===== config.mk =====
export PLATFORM = sky130hd
export DESIGN_NAME = rpn_ram
export DESIGN_NICKNAME = d
export VERILOG_FILES = /design/src/hdl/rpn_ram.sv
export SDC_FILE = /design/constraint.sdc
export NUM_CORES = 2
export LEC_CHECK = 0
export ABC_AREA = 1
export BUFFER_PORTS_ARGS = -buffer_cell sky130_fd_sc_hd__buf_2
export CORE_AREA = 2 2 401 702
export CTS_CLUSTER_DIAMETER = 200
export DETAILED_ROUTE_END_ITERATION = 8
export DIE_AREA = 0 0 403 704
export GPL_ROUTABILITY_DRIVEN = 0
export PLACE_DENSITY = 0.41
export SKIP_LAST_GASP = 1
export SLEW_MARGIN = 30
export SYNTH_ARGS = -nofsm -noshare
export SYNTH_HDL_FRONTEND = slang
export SYNTH_SLANG_ARGS = --single-unit
export TNS_END_PERCENT = 30

===== constraint.sdc =====
create_clock -name clk -period 7 [get_ports clk]
set_input_delay 2.1 -clock clk [delete_from_list [all_inputs] [get_ports clk]]
set_output_delay 2.1 -clock clk [all_outputs]
set_load 0.1 [all_outputs]

===== src/hdl/rpn_ram.sv =====
// Simple dual-port RAM with one write port and one registered read port.
`timescale 1ns / 1ps

module rpn_ram #(
  parameter int  DEPTH = 64,
  parameter int  WIDTH = 32,
  localparam int AW    = $clog2(DEPTH)
) (
  input  logic             clk,
  input  logic             we,
  input  logic [AW-1:0]    waddr,
  input  logic [WIDTH-1:0] wdata,
  input  logic             re,
  input  logic [AW-1:0]    raddr,
  output logic [WIDTH-1:0] rdata
);

  logic [WIDTH-1:0] mem [DEPTH];

  always_ff @(posedge clk) begin
    if (we) begin
      mem[waddr] <= wdata;
    end
  end

  always_ff @(posedge clk) begin
    if (re) begin
      rdata <= mem[raddr];
    end
  end

endmodule


==> impl_metrics.ini <==
[place]
dpl.hpwl_um = 168000
pre_cts_slack_ps = 1840
placed_cells = 10200
portBuffers = 78

[clock_network]
cts_root_buf = clkbuf_16
cts_tree = done
htreeDepth = 4
path_clk_slew_ps = 70
cts_hold_buf = 0
cts_repair_resize_count = 0
numClockSinks = 2080
cts_buffer_depth = 4
clock_latency_ps = 860
cts_buffers = 196
postCtsSetupBuffers = 0

[power_and_ir_drop]
ir_worst_vdd_uv = 167
pwr_density_cell_nw_per_um2 = 274
leakagePower_nw = 32.4

[floorplan]
core_region_area_sq_um = 278000
dieArea_sq_um = 284000
die_h_um = 704
rows = 257
die_x_um = 403
ios = 79
start_util_pct = 29.8

[yosys]
ys_seq_elements = 2080
synthesis.nets = 6816
yosysSeqAreaShare_pct = 75.2
netlist_area_sq_um = 83100
yosysWarnings = 0
synth_top_area_share_pct = 75.2
synth.area.top_cells = edfxtp_1, nand3_1, nand2_1
yosysTopAreaCell = edfxtp_1
synth.avg_cell_area_sq_um = 12.3
synthCells = 6769
synth.distinct_cells = 15

[timing]
fin_ws_ps = 2610
hold_viol = 0
maxSlewViolCount = 0
fin_setup_tns_ps = 0
finalCriticalPeriod_ps = 4390
worstMarginPinSlew_ps = 1030
setup_viol = 0
clock_skew_ps = 33.3
rsz0062_at_grt = no
relSlewSlack_pct = 31.0
fin_crit_sh_pct = 62.8
max_freq_mhz = 228
hold_slack_ps = 897

[setup_path]
endpoint_kind = flip-flop
r2r_slack_ps = 5140
cp_max_fo = 143
arrival_ps = 5090
reg2reg_from = mem[57][4]$_DFFE_PP_
cp-start-kind = input pin
path_class = in -> reg
ff2ff_path_depth = 8
worst_r2r_endpoint = rdata[4]$_DFFE_PP_
critical_path_required_ps = 7700

[grt]
grt_max_degree = 163
grt_use_total_pct = 19.5
grt_pass1_vias = 52500
grt_pass1_wl_um = 399000
overflow = 0
antenna_found_initial = 17

[hold_path]
holdPathEnd = rdata[31]$_DFFE_PP_
holdPathStages = 8
hold_path_class = reg -> reg
hold_start = mem[8][31]$_DFFE_PP_

[route]
routedWlPerCell_um = 26.7
routed_via_density = 4.98
drc = 0
drt_iter0_markers = 4052
vias = 52600
wirelength_um = 282000
antenna_left = 0
drt_first_pass_iters = 6

[final_layout]
final_util_pct = 33.9
finalNonFillerCells = 10600
final_nets = 6832
drive_gt1_share_pct = 8.47
nFillCells = 27500
multi_input_area_sq_um = 18800
seq_area_sq_um = 62500
syn_to_final_growth_pct = 13.7

[outcome]
status = finished, final reports clean

[run]
cap_viol_max_count = 0
-- where the power goes --
part           internal [mW]  switching (mW)
Clock                   5.48            4.69
Combinational          0.386            1.45
Sequential              13.8          0.0589
Total                   19.7            6.19
-- per-stage QoR --
stage | power, mW | cell area (sq um)
final | 25.9 | 94400
after global placement | 16.0 | 87900
after CTS | 26.2 | 94300
after floorplan | 15.1 | 83100
after global routing | 26.7 | 94400
after detailed placement | 16.0 | 88500
-- critical path, cell delays in order --
cell	delay [ps]
buf_8	180
inv_16	440
buf_4	710
buf_4	320
nand2_1	70
nand3_1	70
nand3_1	70
nand3_1	110
nand3_1	200
nand2_1	140
nand2_1	50
nand2_1	100
-- flip-flops by register name, indices dropped and copies added, names as in the netlist --
| name | flops |
|---|---|
| mem | 2048 |
| rdata | 32 |
-- cells in the mapped netlist --
cell type and instances:
inv_4 1, nand4_1 9, buf_4 45, clkbuf_1 77, buf_8 2, buf_1 40, nor2_1 56, inv_2 2
buf_2 282, buf_6 3, inv_1 9, nor4_1 8, edfxtp_1 2080, nand2_1 2248, nand3_1 1907
-- layout by cell type, fill, tap and decap left out, types with 8 or more instances in the layout --
cell type / n
nor2_4: 56
buf_16: 19
edfxtp_1: 2080
nand2_1: 2248
buf_12: 33
clkinv_1: 51
buf_2: 47
nand4_1: 9
clkbuf_16: 197
buf_4: 152
clkbuf_1: 42
nor4_2: 8
nand3_1: 1907
buf_6: 11
diode_2: 8
clkinv_2: 33
bufinv_16: 9
-- kinds of logic after synthesis --
group         synth area share, %
buf+inv                      2.77
flops                        75.2
simple gates                 22.0
-- metal layers --
layer  GRT usage, %  vias up  routed length [um]
met1           22.8    26800              109000
met5              0        -                  62
met3           1.95      424               10400
met4           7.25       10               11000
met2           36.6     1212              152000
li1               -    24200                   -
-- how the worst max path moves through the flow --
stage / slack, ps / from / end
detailed placement: 1840 / waddr[0] / mem[22][9]$_DFFE_PP_
global placement: 1830 / waddr[1] / mem[0][7]$_DFFE_PP_
finish: 2610 / raddr[0] / rdata[10]$_DFFE_PP_
floorplan: 770 / we / mem[48][0]$_DFFE_PP_
CTS: 2520 / rdata[12]$_DFFE_PP_ / rdata[12]
global route: 2530 / rdata[12]$_DFFE_PP_ / rdata[12]
-- layout make-up --
class                   instances  share of cell area (%)
flip-flops and latches       2080                    66.1
multi-input cells            4228                    19.9
clock buffers                 239                    5.39
well taps                    3626                    4.80
repair buffers                267                    2.92
clock inverters               104                   0.770
inverters                      12                  0.0941
diodes                          8                  0.0212
Power figures use the tool's default switching activity.
