$ cat src/hdl/rpn_pkg.sv
// Shared types and constants for the RPN stack evaluator.
`timescale 1ns / 1ps

package rpn_pkg;

  localparam int STACK_DEPTH = 64;
  localparam int ADDR_W      = $clog2(STACK_DEPTH);
  localparam int FILL_W      = $clog2(STACK_DEPTH + 1);

  localparam int VAL_W      = 32;
  localparam int FRAC_W     = 16;
  localparam int OP_W       = 4;
  localparam int STATUS_W   = 3;
  localparam int FILL_OUT_W = 7;

  localparam int DIV_W     = VAL_W + FRAC_W;
  localparam int DIV_STEPS = DIV_W;
  localparam int CNT_W     = $clog2(DIV_STEPS);

  localparam logic signed [VAL_W-1:0] VAL_MAX = {1'b0, {(VAL_W-1){1'b1}}};
  localparam logic signed [VAL_W-1:0] VAL_MIN = {1'b1, {(VAL_W-1){1'b0}}};

  typedef enum logic [OP_W-1:0] {
    OP_PUSH  = 4'd0,
    OP_ADD   = 4'd1,
    OP_SUB   = 4'd2,
    OP_MUL   = 4'd3,
    OP_DIV   = 4'd4,
    OP_REM   = 4'd5,
    OP_PEEK  = 4'd6,
    OP_SWAP  = 4'd7,
    OP_DUP   = 4'd8,
    OP_CLEAR = 4'd9,
    OP_ENDL  = 4'd10
  } op_t;

  typedef enum logic [STATUS_W-1:0] {
    ST_OK    = 3'd0,
    ST_EMPTY = 3'd1,
    ST_FULL  = 3'd2,
    ST_ZDIV  = 3'd3,
    ST_FRAC  = 3'd4,
    ST_SAT   = 3'd5
  } status_t;

  typedef enum logic [2:0] {
    AO_ADD,
    AO_SUB,
    AO_MUL,
    AO_DIV,
    AO_REM
  } alu_op_t;

  typedef enum logic [1:0] {
    AL_IDLE,
    AL_MUL,
    AL_DIV,
    AL_FIN
  } alu_state_t;

  typedef enum logic [3:0] {
    S_IDLE,
    S_START,
    S_POPB,
    S_POPA,
    S_EXEC,
    S_WAIT,
    S_SHOW,
    S_SW1,
    S_SW2,
    S_SW3,
    S_DUP,
    S_DONE
  } state_t;

  typedef struct packed {
    logic                    start;
    alu_op_t                 op;
    logic signed [VAL_W-1:0] a;
    logic signed [VAL_W-1:0] b;
  } alu_req_t;

  typedef struct packed {
    logic                    done;
    logic signed [VAL_W-1:0] result;
    logic                    sat;
  } alu_rsp_t;

endpackage

$ cat src/hdl/rpn_alu.sv
// Shared arithmetic unit: saturating add/sub and multiply, 48-step divider.
`timescale 1ns / 1ps

module rpn_alu import rpn_pkg::*; (
  input  logic     clk,
  input  logic     rst_n,
  input  alu_req_t req,
  output alu_rsp_t rsp
);

  localparam logic [DIV_W-1:0] Q_POS_LIM = {{FRAC_W{1'b0}}, 1'b0, {(VAL_W-1){1'b1}}};
  localparam logic [DIV_W-1:0] Q_NEG_LIM = {{FRAC_W{1'b0}}, 1'b1, {(VAL_W-1){1'b0}}};

  alu_state_t al_state_r, al_state_nxt;

  logic signed [2*VAL_W-1:0] p_r;
  logic [DIV_W-1:0]          dvd_r;
  logic [VAL_W-1:0]          rem_r;
  logic [VAL_W-1:0]          dvs_r;
  logic [CNT_W-1:0]          cnt_r;
  logic                      neg_q_r;
  logic                      neg_r_r;
  logic                      is_rem_r;

  logic                      done_r, done_nxt;
  logic signed [VAL_W-1:0]   result_r, result_nxt;
  logic                      sat_r, sat_nxt;

  logic [VAL_W-1:0] mag_a, mag_b;
  logic signed [VAL_W:0] sum;
  logic [VAL_W:0]   trial, diff;
  logic             ge;
  logic             mul_ovf;
  logic [VAL_W-1:0] q_low;

  assign mag_a = req.a[VAL_W-1] ? VAL_W'(-req.a) : VAL_W'(req.a);
  assign mag_b = req.b[VAL_W-1] ? VAL_W'(-req.b) : VAL_W'(req.b);

  always_comb begin
    if (req.op == AO_SUB) begin
      sum = {req.a[VAL_W-1], req.a} - {req.b[VAL_W-1], req.b};
    end else begin
      sum = {req.a[VAL_W-1], req.a} + {req.b[VAL_W-1], req.b};
    end
  end

  // one restoring-division step
  assign trial = {rem_r, dvd_r[DIV_W-1]};
  assign ge    = trial >= {1'b0, dvs_r};
  assign diff  = trial - {1'b0, dvs_r};

  // product fits iff the bits above the kept field all match its sign
  assign mul_ovf = !((&p_r[2*VAL_W-1:VAL_W+FRAC_W-1]) || (~|p_r[2*VAL_W-1:VAL_W+FRAC_W-1]));
  assign q_low   = dvd_r[VAL_W-1:0];

  always_comb begin
    al_state_nxt = al_state_r;
    case (al_state_r)
      AL_IDLE: begin
        if (req.start) begin
          if (req.op == AO_MUL) begin
            al_state_nxt = AL_MUL;
          end else if (req.op == AO_DIV || req.op == AO_REM) begin
            al_state_nxt = AL_DIV;
          end
        end
      end
      AL_MUL:  al_state_nxt = AL_IDLE;
      AL_DIV: begin
        if (cnt_r == CNT_W'(DIV_STEPS - 1)) begin
          al_state_nxt = AL_FIN;
        end
      end
      AL_FIN:  al_state_nxt = AL_IDLE;
      default: al_state_nxt = AL_IDLE;
    endcase
  end

  always_comb begin
    done_nxt   = 1'b0;
    result_nxt = result_r;
    sat_nxt    = sat_r;
    case (al_state_r)
      AL_IDLE: begin
        if (req.start && (req.op == AO_ADD || req.op == AO_SUB)) begin
          done_nxt = 1'b1;
          sat_nxt  = sum[VAL_W] != sum[VAL_W-1];
          if (sat_nxt) begin
            result_nxt = sum[VAL_W] ? VAL_MIN : VAL_MAX;
          end else begin
            result_nxt = sum[VAL_W-1:0];
          end
        end
      end
      AL_MUL: begin
        done_nxt = 1'b1;
        sat_nxt  = mul_ovf;
        if (mul_ovf) begin
          result_nxt = p_r[2*VAL_W-1] ? VAL_MIN : VAL_MAX;
        end else begin
          result_nxt = p_r[VAL_W+FRAC_W-1:FRAC_W];
        end
      end
      AL_FIN: begin
        done_nxt = 1'b1;
        sat_nxt  = 1'b0;
        if (is_rem_r) begin
          result_nxt = neg_r_r ? VAL_W'(-rem_r) : rem_r;
        end else if (!neg_q_r && dvd_r > Q_POS_LIM) begin
          sat_nxt    = 1'b1;
          result_nxt = VAL_MAX;
        end else if (neg_q_r && dvd_r > Q_NEG_LIM) begin
          sat_nxt    = 1'b1;
          result_nxt = VAL_MIN;
        end else begin
          result_nxt = neg_q_r ? VAL_W'(-q_low) : q_low;
        end
      end
      default: begin
        done_nxt = 1'b0;
      end
    endcase
  end

  always_ff @(posedge clk) begin
    if (!rst_n) begin
      al_state_r <= AL_IDLE;
      done_r     <= 1'b0;
    end else begin
      al_state_r <= al_state_nxt;
      done_r     <= done_nxt;
    end
  end

  always_ff @(posedge clk) begin
    result_r <= result_nxt;
    sat_r    <= sat_nxt;
    if (al_state_r == AL_IDLE && req.start) begin
      p_r      <= (2*VAL_W)'(req.a) * (2*VAL_W)'(req.b);
      is_rem_r <= req.op == AO_REM;
      neg_q_r  <= req.a[VAL_W-1] ^ req.b[VAL_W-1];
      neg_r_r  <= req.a[VAL_W-1];
      dvs_r    <= mag_b;
      rem_r    <= '0;
      cnt_r    <= '0;
      if (req.op == AO_REM) begin
        dvd_r <= {{FRAC_W{1'b0}}, mag_a};
      end else begin
        dvd_r <= {mag_a, {FRAC_W{1'b0}}};
      end
    end else if (al_state_r == AL_DIV) begin
      rem_r <= ge ? diff[VAL_W-1:0] : trial[VAL_W-1:0];
      dvd_r <= {dvd_r[DIV_W-2:0], ge};
      cnt_r <= cnt_r + CNT_W'(1);
    end
  end

  assign rsp = '{done: done_r, result: result_r, sat: sat_r};

endmodule

$ cat config.mk
export PLATFORM = sky130hd
export DESIGN_NAME = rpn_alu
export DESIGN_NICKNAME = d
export VERILOG_FILES = /design/src/hdl/rpn_pkg.sv /design/src/hdl/rpn_alu.sv
export SDC_FILE = /design/constraint.sdc
export NUM_CORES = 2
export LEC_CHECK = 0
export BUFFER_PORTS_ARGS = -buffer_cell sky130_fd_sc_hd__buf_4
export CAP_MARGIN = 20
export CELL_PAD_IN_SITES_DETAIL_PLACEMENT = 1
export CELL_PAD_IN_SITES_GLOBAL_PLACEMENT = 1
export CORE_MARGIN = 2
export CORE_UTILIZATION = 40
export CTS_BUF_LIST = sky130_fd_sc_hd__clkbuf_16
export CTS_CLUSTER_DIAMETER = 120
export DETAILED_ROUTE_END_ITERATION = 12
export PLACE_DENSITY_LB_ADDON = 0.1
export SYNTH_ARGS = -nofsm -noshare
export SYNTH_HDL_FRONTEND = slang
export SYNTH_SLANG_ARGS = --single-unit
export TNS_END_PERCENT = 100
$ cat constraint.sdc
create_clock -name clk -period 11.95 [get_ports clk]
set_input_delay 0.5975 -clock clk [delete_from_list [all_inputs] [get_ports clk]]
set_output_delay 0.5975 -clock clk [all_outputs]
set_load 0.005 [all_outputs]
==> flow_summary.toml <==
[final_layout]
fillers = 14500
finalNonFillerCells = 7038
layout.nets = 6770
drive_gt1_share_pct = 4.21
stdcell_area_um2 = 53400
area_delta_synth_final_pct = 5.28

[detailed_routing]
drt_first_pass_iters = 5
vias_per_cell = 5.35
ant_nets = 0
route.vias.total = 37700
wl_per_cell_um = 23.7
drt_wl_total_um = 167000
drcViolationCount = 0
dr.first_iter.drc_count = 1922

[logic_synthesis]
synth_edf_count = 164
yosysSeqAreaShare_pct = 11.3
synth_common_cells = "1,083 x fa_1, 1,035 x inv_1, 726 x nand2_1"
synth_top_area_share_pct = 42.8
avgSynthCellArea_um2 = 9.17
yosysMostFrequentCell = "fa_1"
asyncSetResetFlopFracSynth_pct = 0
ys_types = 83
syn-cell-area_um2 = 50700
yosysTopAreaCell = "fa_1"
netlist_instances = 5526
synth-main-ff-cell = "edfxtp_1"
yosysWarnings = 0
ys_ff_latch = 205
ys_top_cells_by_area = "fa_1 43%, edfxtp_1 9.7%, inv_1 7.7%"
synth_nets = 6929

[sta]
slew_violations = 0
fin_crit_sh_pct = 74.1
hold_viol_final = 0
finClkSkew_ns = 0.0300
slew_headroom_pct = 26.8
timing.hold.ws_ns = 0.259
setup_violations = 0
rsz0062_at_grt = "no"
setup_tns_ns = 0
tightest_slew_ns = 1.09
max_freq_mhz = 113
fin_crit_ns = 8.85

[clock_network]
clk_latency_ns = 0.57
cts.path.max_buffers = 3
cts.sink_count = 205
cts-root-buf = "clkbuf_16"
cts-resized-gates = 0
cts_tree = "built"
cts-htree-levels = 1
cts_buffers = 26
cts_setup_buffers = 0
hold_buffers = 0
path_clk_slew_ns = 0.06

[place]
dp_hpwl_um = 130000
numPortBuffers = 103
place_area_um2 = 52600
globalplace.congestion = 0.881
place_inst = 6989

[floorplanning]
initial_utilization_pct = 40.3
die_w_um = 360
die_area_um2 = 130000
rows = 130
io_pins = 104
core_area_um2 = 126000
chipHeight_um = 360

[worst_setup_path]
critPathLaunchType = "input port"
cp-end-kind = "flip-flop"
critPathLaunch = "req[63]"
cp.required_ns = 12.25
crit_type = "in -> reg"
rr_startpoint = "dvd_r[0]$_DFFE_PP_"
cp_max_fo = 42
critPathMostFrequentCell = "fa_1"
crit_arrival_ns = 9.15
cpMaxStageDelayCell = "fa_1"
cpPeakStageDelay_ns = 0.94

[flow_run]
cap_violations = 0

[grt]
grt_max_degree = 69
grt_pass1_vias = 42300
grt_first_pass_wirelength_um = 262000
antenna_found_initial = 8
gr-total-overflow = 0
track_usage_pct = 26.5

[outcome]
outcome = "finished, final reports clean"

[worst_hold_path]
hold_class = "in -> reg"
min-delay-start = "rst_n"
==> cells by family (layout without fill, tap and decap cells) <==
kind of cell / after synthesis / in the layout / share of synthesized area (%)
multiplexers: 22 / 22 / 0.437
AO/OA/AOI/OAI: 659 / 659 / 8.25
XOR/XNOR: 233 / 233 / 4.03
buffers and inverters: 1367 / 1228 / 10.2
other: 0 / 1 / 0
adder cells (fa/ha/maj): 1334 / 1334 / 49.0
flip-flops: 205 / 205 / 11.3
AND/OR/NAND/NOR: 1706 / 1706 / 16.8
==> worst paths after layout <==
check                          end  slack, ns  depth (start not counted)
max              p_r[62]$_DFFE_PP_       3.10                         29
min              done_r$_SDFF_PN0_       0.26                          2
max reg2reg  result_r[6]$_DFFE_PP_       6.94                         12
min reg2reg  cnt_r[1]$_SDFFE_PP0P_       0.49                          2
==> cell type report <==
class                   instances  area, µm²  area share [%]
clock buffers                  27        676            1.27
well taps                    1650       2060            3.87
clock inverters                21        118           0.220
flip-flops and latches        205       5750            10.8
inverters                    1036       3890            7.29
diodes                          1       2.50         0.00469
repair buffers                144       1080            2.03
multi-input cells            3954      39800            74.6
==> per-stage QoR <==
step	util (%)	setup slack [ns]
6_report	42.4	3.10
5_1_grt	42.4	2.50
4_1_cts	42.4	3.10
3_5_place_dp	41.8	2.50
3_3_place_gp	41.8	2.55
2_1_floorplan	-	3.03
==> worst max-delay path: cells and delay by family <==
family / cells / cell delay, ns
buf+inv: 8 / 1.61
compound gates: 8 / 1.63
xor+xnor: 1 / 0.08
fa+ha+maj: 9 / 4.73
simple gates: 3 / 0.43
==> state kept, by name, indices dropped and copies added (netlist names) <==
name / cells
al_state_r: 2
done_r: 1
p_r: 48
cnt_r: 6
result_r: 32
dvs_r: 32
neg_r_r: 1
is_rem_r: 1
rem_r: 32
dvd_r: 48
sat_r: 1
neg_q_r: 1
==> cells in the final DEF, fill, tap and decap left out, types with 44 or more instances in the layout <==
| master | count |
|---|---|
| and2_1 | 514 |
| xnor2_1 | 119 |
| buf_4 | 144 |
| fa_1 | 1083 |
| nor2_1 | 144 |
| xor2_1 | 114 |
| o21ai_0 | 186 |
| a21oi_1 | 196 |
| nand3_1 | 44 |
| ha_1 | 250 |
| nand2_1 | 724 |
| inv_1 | 1039 |
| edfxtp_1 | 164 |
| a21o_1 | 53 |
==> per-layer routing <==
metal | part of all wire [%] | wire (µm) | global-route usage, %
met3 | 4.1 | 6850 | 2.19
met5 | 0 | 0 | 0
met2 | 48 | 80400 | 44.9
met4 | 2.0 | 3340 | 4.65
met1 | 46 | 76500 | 37.5
Power is not shown: default switching activity piles up to over one toggle a cycle in this logic, so the estimate is an artifact.
